$ cat src/rtl/aif_pkg.sv
// Shared types, constants and helpers for the aspect-fit scaler.
// No dependencies; used by every other file of the block but the assertion header.
`default_nettype none
package aif_pkg;

  localparam int MAX_SRC_SIDE = 64;
  localparam int MAX_BOX_SIDE = 1023;

  localparam int SRC_W   = 7;
  localparam int BOX_W   = 10;
  localparam int COORD_W = 16;
  localparam int COLOR_W = 16;
  localparam int ALPHA_W = 8;
  localparam int ADDR_W  = 12;
  localparam int CFG_IDX_W  = 3;
  localparam int CFG_DATA_W = 16;

  localparam int MUL_W  = SRC_W + BOX_W;
  localparam int DD_W   = 16;
  localparam int QUO_W  = BOX_W;
  localparam int NB_W   = 4;
  localparam int DSH_W  = BOX_W + QUO_W - 1;

  localparam logic [NB_W-1:0] FIT_QBITS    = NB_W'(QUO_W);
  localparam logic [NB_W-1:0] SAMPLE_QBITS = NB_W'(SRC_W);

  localparam logic [ALPHA_W-1:0] ALPHA_MIN_VISIBLE = ALPHA_W'(8);
  localparam logic [ALPHA_W-1:0] ALPHA_MIN_OPAQUE  = ALPHA_W'(250);
  localparam logic [ALPHA_W-1:0] ALPHA_FULL        = ALPHA_W'(255);

  localparam logic KIND_LOAD = 1'b0;
  localparam logic KIND_DRAW = 1'b1;

  typedef enum logic [CFG_IDX_W-1:0] {
    CFG_SRC_WIDTH  = 3'd0,
    CFG_SRC_HEIGHT = 3'd1,
    CFG_BOX_WIDTH  = 3'd2,
    CFG_BOX_HEIGHT = 3'd3,
    CFG_ORIGIN_X   = 3'd4,
    CFG_ORIGIN_Y   = 3'd5,
    CFG_ALPHA_PRES = 3'd6
  } cfg_idx_t;

  typedef enum logic [3:0] {
    ST_IDLE,
    ST_FIT_A,
    ST_FIT_B,
    ST_FIT_C,
    ST_FIT_DIV,
    ST_FIT_OFF,
    ST_COL_MUL,
    ST_COL_DIV,
    ST_COL_WAIT,
    ST_ROW_MUL,
    ST_ROW_DIV,
    ST_ROW_WAIT,
    ST_IDX_MUL,
    ST_IDX_ADD,
    ST_READ
  } state_t;

  typedef struct packed {
    logic               kind;
    logic [ADDR_W-1:0]  load_index;
    logic [COLOR_W-1:0] load_color;
    logic [ALPHA_W-1:0] load_alpha;
  } in_item_t;

  typedef struct packed {
    logic                      visible;
    logic signed [COORD_W-1:0] dest_x;
    logic signed [COORD_W-1:0] dest_y;
    logic [COLOR_W-1:0]        color;
    logic [ALPHA_W-1:0]        alpha;
    logic                      opaque;
    logic                      last;
  } out_item_t;

  typedef struct packed {
    logic             start;
    logic [DD_W-1:0]  dividend;
    logic [BOX_W-1:0] divisor;
    logic [NB_W-1:0]  nbits;
  } div_req_t;

  typedef struct packed {
    logic             done;
    logic [QUO_W-1:0] quotient;
  } div_rsp_t;

  function automatic logic [SRC_W-1:0] clamp_src(input logic [SRC_W-1:0] v);
    logic [SRC_W-1:0] r;
    r = v;
    if (v == '0) r = SRC_W'(1);
    else if (v > SRC_W'(MAX_SRC_SIDE)) r = SRC_W'(MAX_SRC_SIDE);
    return r;
  endfunction

  function automatic logic [BOX_W-1:0] clamp_box(input logic [BOX_W-1:0] v);
    logic [BOX_W-1:0] r;
    r = v;
    if (v == '0) r = BOX_W'(1);
    else if (v > BOX_W'(MAX_BOX_SIDE)) r = BOX_W'(MAX_BOX_SIDE);
    return r;
  endfunction

endpackage
`default_nettype wire

$ cat src/rtl/aif_div.sv
// Shared restoring divider, one quotient bit per cycle, quotient width set per request.
// Depends on aif_pkg.
`default_nettype none
module aif_div (
  input  wire logic              clk,
  input  wire logic              rst_n,
  input  wire aif_pkg::div_req_t req,
  output aif_pkg::div_rsp_t      rsp
);

  logic [aif_pkg::DD_W-1:0]  rem_r, rem_nxt;
  logic [aif_pkg::DSH_W-1:0] dsh_r, dsh_nxt;
  logic [aif_pkg::QUO_W-1:0] q_r, q_nxt;
  logic [aif_pkg::NB_W-1:0]  cnt_r, cnt_nxt;
  logic                      act_r, act_nxt;
  logic                      done_r, done_nxt;
  logic                      ge;

  always_comb begin
    rem_nxt  = rem_r;
    dsh_nxt  = dsh_r;
    q_nxt    = q_r;
    cnt_nxt  = cnt_r;
    act_nxt  = act_r;
    done_nxt = 1'b0;
    ge = {{(aif_pkg::DSH_W-aif_pkg::DD_W){1'b0}}, rem_r} >= dsh_r;
    if (req.start) begin
      rem_nxt = req.dividend;
      dsh_nxt = {{(aif_pkg::DSH_W-aif_pkg::BOX_W){1'b0}}, req.divisor}
                << (req.nbits - aif_pkg::NB_W'(1));
      q_nxt   = '0;
      cnt_nxt = req.nbits;
      act_nxt = 1'b1;
    end else if (act_r) begin
      if (ge) begin
        rem_nxt = aif_pkg::DD_W'({{(aif_pkg::DSH_W-aif_pkg::DD_W){1'b0}}, rem_r} - dsh_r);
      end
      q_nxt    = {q_r[aif_pkg::QUO_W-2:0], ge};
      dsh_nxt  = dsh_r >> 1;
      cnt_nxt  = cnt_r - aif_pkg::NB_W'(1);
      act_nxt  = (cnt_r != aif_pkg::NB_W'(1));
      done_nxt = (cnt_r == aif_pkg::NB_W'(1));
    end
  end

  always_ff @(posedge clk) begin
    if (!rst_n) begin
      act_r  <= 1'b0;
      done_r <= 1'b0;
      cnt_r  <= '0;
    end else begin
      act_r  <= act_nxt;
      done_r <= done_nxt;
      cnt_r  <= cnt_nxt;
    end
  end

  always_ff @(posedge clk) begin
    rem_r <= rem_nxt;
    dsh_r <= dsh_nxt;
    q_r   <= q_nxt;
  end

  assign rsp.done     = done_r;
  assign rsp.quotient = q_r;

endmodule
`default_nettype wire

$ cat config.mk
export PLATFORM = sky130hd
export DESIGN_NAME = aif_div
export DESIGN_NICKNAME = d
export VERILOG_FILES = /design/src/rtl/aif_pkg.sv /design/src/rtl/aif_div.sv
export SDC_FILE = /design/constraint.sdc
export NUM_CORES = 1
export LEC_CHECK = 0
export BUFFER_PORTS_ARGS = -buffer_cell sky130_fd_sc_hd__buf_2
export CAP_MARGIN = 20
export CORE_MARGIN = 4
export CORE_UTILIZATION = 35
export DETAILED_ROUTE_END_ITERATION = 10
export MAX_ROUTING_LAYER = met4
export PLACE_DENSITY = 0.54
export SLEW_MARGIN = 30
export SYNTH_ARGS = -nofsm -noshare
export SYNTH_HDL_FRONTEND = slang
export SYNTH_SLANG_ARGS = --single-unit
$ cat constraint.sdc
create_clock -name clk -period 4.1 [get_ports clk]
set_clock_uncertainty 0.2 [all_clocks]
set_input_delay 0.41 -clock clk [delete_from_list [all_inputs] [get_ports clk]]
set_output_delay 0.41 -clock clk [all_outputs]
set_load 0.05 [all_outputs]
==> key figures <==
Outcome
  • Status: finished, final reports clean

Clock tree
  • Hold_buf cts: 0
  • CTS Sinks: 51
  • Setup repair bufs after CTS: 0
  • CTS tree: yes
  • Worst-Skew Late Latency: between 300 and 400 ps
  • CTS max path bufs: 2
  • Root buf cell: clkbuf_8
  • H-tree depth: 2
  • TritonCTS Buffers: 5
  • Post-CTS sizing: 0
  • Clk slew on worst S/H paths: between 100 and 150 ps

Synth
  • Mean post-synth cell area: between 9 and 10 µm²
  • Synth warn: 0
  • Main combinational cell family by area after synthesis: compound AO/OA/AOI/OAI gates
  • Adder-Cell Fraction of Synth Area: 0.0748
  • Largest cells by area after synthesis: edfxtp_1 30%, mux2i_1 10%, dfxtp_1 9.3%
  • Syn Nets: approximately 410
  • Synth Area in Compound Gates: 0.186
  • Distinct cells, synth: 57
  • Post-synth top area share: 0.305
  • Synth Area in Simple Gates: 0.131
  • Top FF cell, synth: edfxtp_1
  • Mapped cell area: about 3400 µm²
  • EDFF count, synth: 35
  • Yosys top cell by area: edfxtp_1
  • Mapped Cells: 360
  • Yosys reg bits: 51
  • Post-synthesis mux area share: 0.119
  • Xor and xnor fraction of the mapped netlist area: 0.0425
  • Register area share after synthesis: 0.398
  • Ys async rst share: 0

Detailed routing
  • Drt pass-1 iters: 4
  • Detailed Route WL: just under 8000 µm
  • Drt drc: 0
  • Top Layer Used: met4
  • DR vias: between 2,000 and 3,000
  • Wire per inst: roughly 15 µm
  • Initial DRC count: 97
  • Antenna viol nets, final: 0
  • Routed length on met3: ~350 µm
  • Vias/cell: between 5 and 6
  • Wl on met1: between 3000 and 4000 µm
  • Met2 wire length: between 3000 and 4000 µm

Pwr
  • Psw: approximately 620 µW
  • Power share of the clock group: 0.192
  • Cell Pwr Density: about 440 nW/µm²
  • Switching Share: 0.369
  • Flop pwr share: 0.393
  • Comb pwr share: 0.414
  • Pint: around 1100 µW
  • Leakage: ~0.0017 µW
  • Maximum vdd drop: around 0.00021 V

Global route
  • Pin count of the biggest net entering global routing: slightly below 50
  • Global route total overflow: 0
  • Global Route Usage Sum: 0.146
  • Antenna violations before repair: 0
  • Number of global-route vias before repair: between 2,000 and 3,000
  • First-pass GRT wire length: 13,100 µm

STA
  • Final Slew Violations: 0
  • Slew margin rel.: 0.589
  • Final period util: 0.690
  • RSZ-0062 raised after global routing: no
  • Final setup fails: 0
  • Worst setup margin: between 1000 and 1500 ps
  • Setup TNS: 0 ps
  • F_max: roughly 350 MHz
  • Tmin final: 2830 ps
  • Final Hold Viols: 0
  • Tightest Pin Transition: around 620 ps

Setup path
  • Max incr delay on CP: between 300 and 400 ps
  • CP max stage cell: ha_1
  • Critical path, cell by cell: inv_1 > ha_1 > nand2_1 > o21bai_1 > a31o_2 > a31oi_4 > o21ai_1 > o21bai_1 > buf_4
  • Worst setup SP type: register
  • Worst EP arrival: between 2000 and 3000 ps
  • Critical path fanouts, max: 13
  • Most used cell, CP: o21bai_1
  • Required @ worst endpoint: 3910 ps
  • Crit path buf inv count: 2
  • Worst Setup End Kind: register
  • CP Class: register to register
  • Crit-path leading delay family: compound AO/OA/AOI/OAI gates

Final layout
  • Area Overhead vs Synth: 12.3%
  • # fillers: 978
  • Layout cells sized above 1: 0.184
  • Fin cells: approximately 530
  • Nets: 449
  • Ant. Diodes: 0
  • Final Core Density: 0.411

Die
  • Core Region: 9420 µm²
  • Initial core utilization: 0.366
  • Row cnt: 35
  • Die height: about 110 µm
  • Ports: 44
  • Die width: 107 µm
  • Die area: about 12,000 µm²

Flow run
  • Total of max-cap violations: 0

Worst hold path
  • Hold Path Class: input port to register

Placement
  • DP Worst Slack: 1040 ps
  • Buffers on Ports: 43
  • DP Cell Count: a little over 500
  • DPL Wire Length: 6020 µm
  • GP Congestion: 0.823
==> placed cells by master (no fill, tap or decap), types with 2 or more instances in the layout <==
cell      Yosys  layout
a31oi_1       3       3
nor2_1       25      25
nor2b_1       4       4
nor4b_1       2       2
a21o_1        7       7
nand3b_1      2       2
nand2_1      38      38
mux2_2        3       3
xnor2_1       8       8
o211ai_1      2       2
buf_2         6      43
ha_1         19      19
clkbuf_8      0       5
and3_1        2       2
a21oi_1      19      19
o21ai_1       4       4
nor3b_1       2       2
dfxtp_1      16      16
xor2_1        5       5
nand3_1       5       5
o21bai_1      3       3
inv_1        23      23
edfxtp_1     35      35
mux2i_1      35      35
nor4_1        2       2
o211a_1       4       4
o22ai_1       7       7
nand2b_1      3       3
a211oi_1      4       4
buf_4         1       4
inv_6         0       2
and2_1        3       3
o21ai_0      25      25
a211oi_2      3       3
nor3_1        7       7
==> routing by layer <==
metal,up-vias,track usage
met5,-,-
met4,0,0.0274
met3,4,0.0235
met2,61,0.227
met1,1237,0.202
li1,1371,-
==> cell families (layout without fill, tap and decap cells) <==
| group | after synthesis | in the layout |
|---|---|---|
| AO/OA/AOI/OAI | 94 | 94 |
| AND/OR/NAND/NOR | 98 | 98 |
| XOR/XNOR | 15 | 15 |
| buffers and inverters | 42 | 79 |
| adder cells (fa/ha/maj) | 20 | 20 |
| flip-flops | 51 | 51 |
| multiplexers | 40 | 40 |
==> Yosys cell counts (5+ instances only) <==
library cell	n
inv_1	23
buf_1	6
xor2_1	5
o21ai_0	25
a21oi_1	19
a21o_1	7
nand3_1	5
o22ai_1	7
dfxtp_1	16
nand2_1	38
mux2i_1	35
clkbuf_1	5
nor3_1	7
buf_2	6
nor2_1	25
ha_1	19
xnor2_1	8
edfxtp_1	35
==> metrics by stage <==
step                hold WS (ps)  total power, µW  cell area [µm²]
floorplan                    317             1230             3450
global placement             270             1380             3770
detailed placement           287             1380             3770
CTS                          133             1710             3870
global route                 136             1820             3870
finish                       140             1690             3870
==> state kept, by name (all words and copies together) (netlist names) <==
register / flops
dsh_r: 19
rem_r: 16
cnt_r: 4
q_r: 10
act_r: 1
done_r: 1
==> area by class of cell <==
class,count,area [µm²],area share
Clock buffer,5,68.8,0.0178
Sequential cell,51,1370,0.354
Timing Repair Buffer,47,245,0.0633
Clock inverter,3,28.8,0.00743
Multi-Input combinational cell,267,1910,0.492
Tap cell,129,161,0.0417
Inverter,24,90.1,0.0233
==> final timing paths <==
check,start,to,slack (ps),depth (start not counted)
setup / recovery,dsh_r[2],rem_r[4],1270,9
hold / removal,req[3],cnt_r[3],140,2
setup reg to reg,dsh_r[2],rem_r[4],1270,9
hold reg to reg,q_r[9],q_r[9],300,2
==> power groups by stage <==
stage | Clock (µW) | Combinational (µW) | Sequential [µW]
floorplan | 0 | 555 | 671
global placement | 0 | 699 | 677
detailed placement | 0 | 700 | 676
CTS | 336 | 704 | 667
global route | 358 | 789 | 674
finish | 325 | 701 | 666
Note: power is estimated with default switching activity, not from simulation.
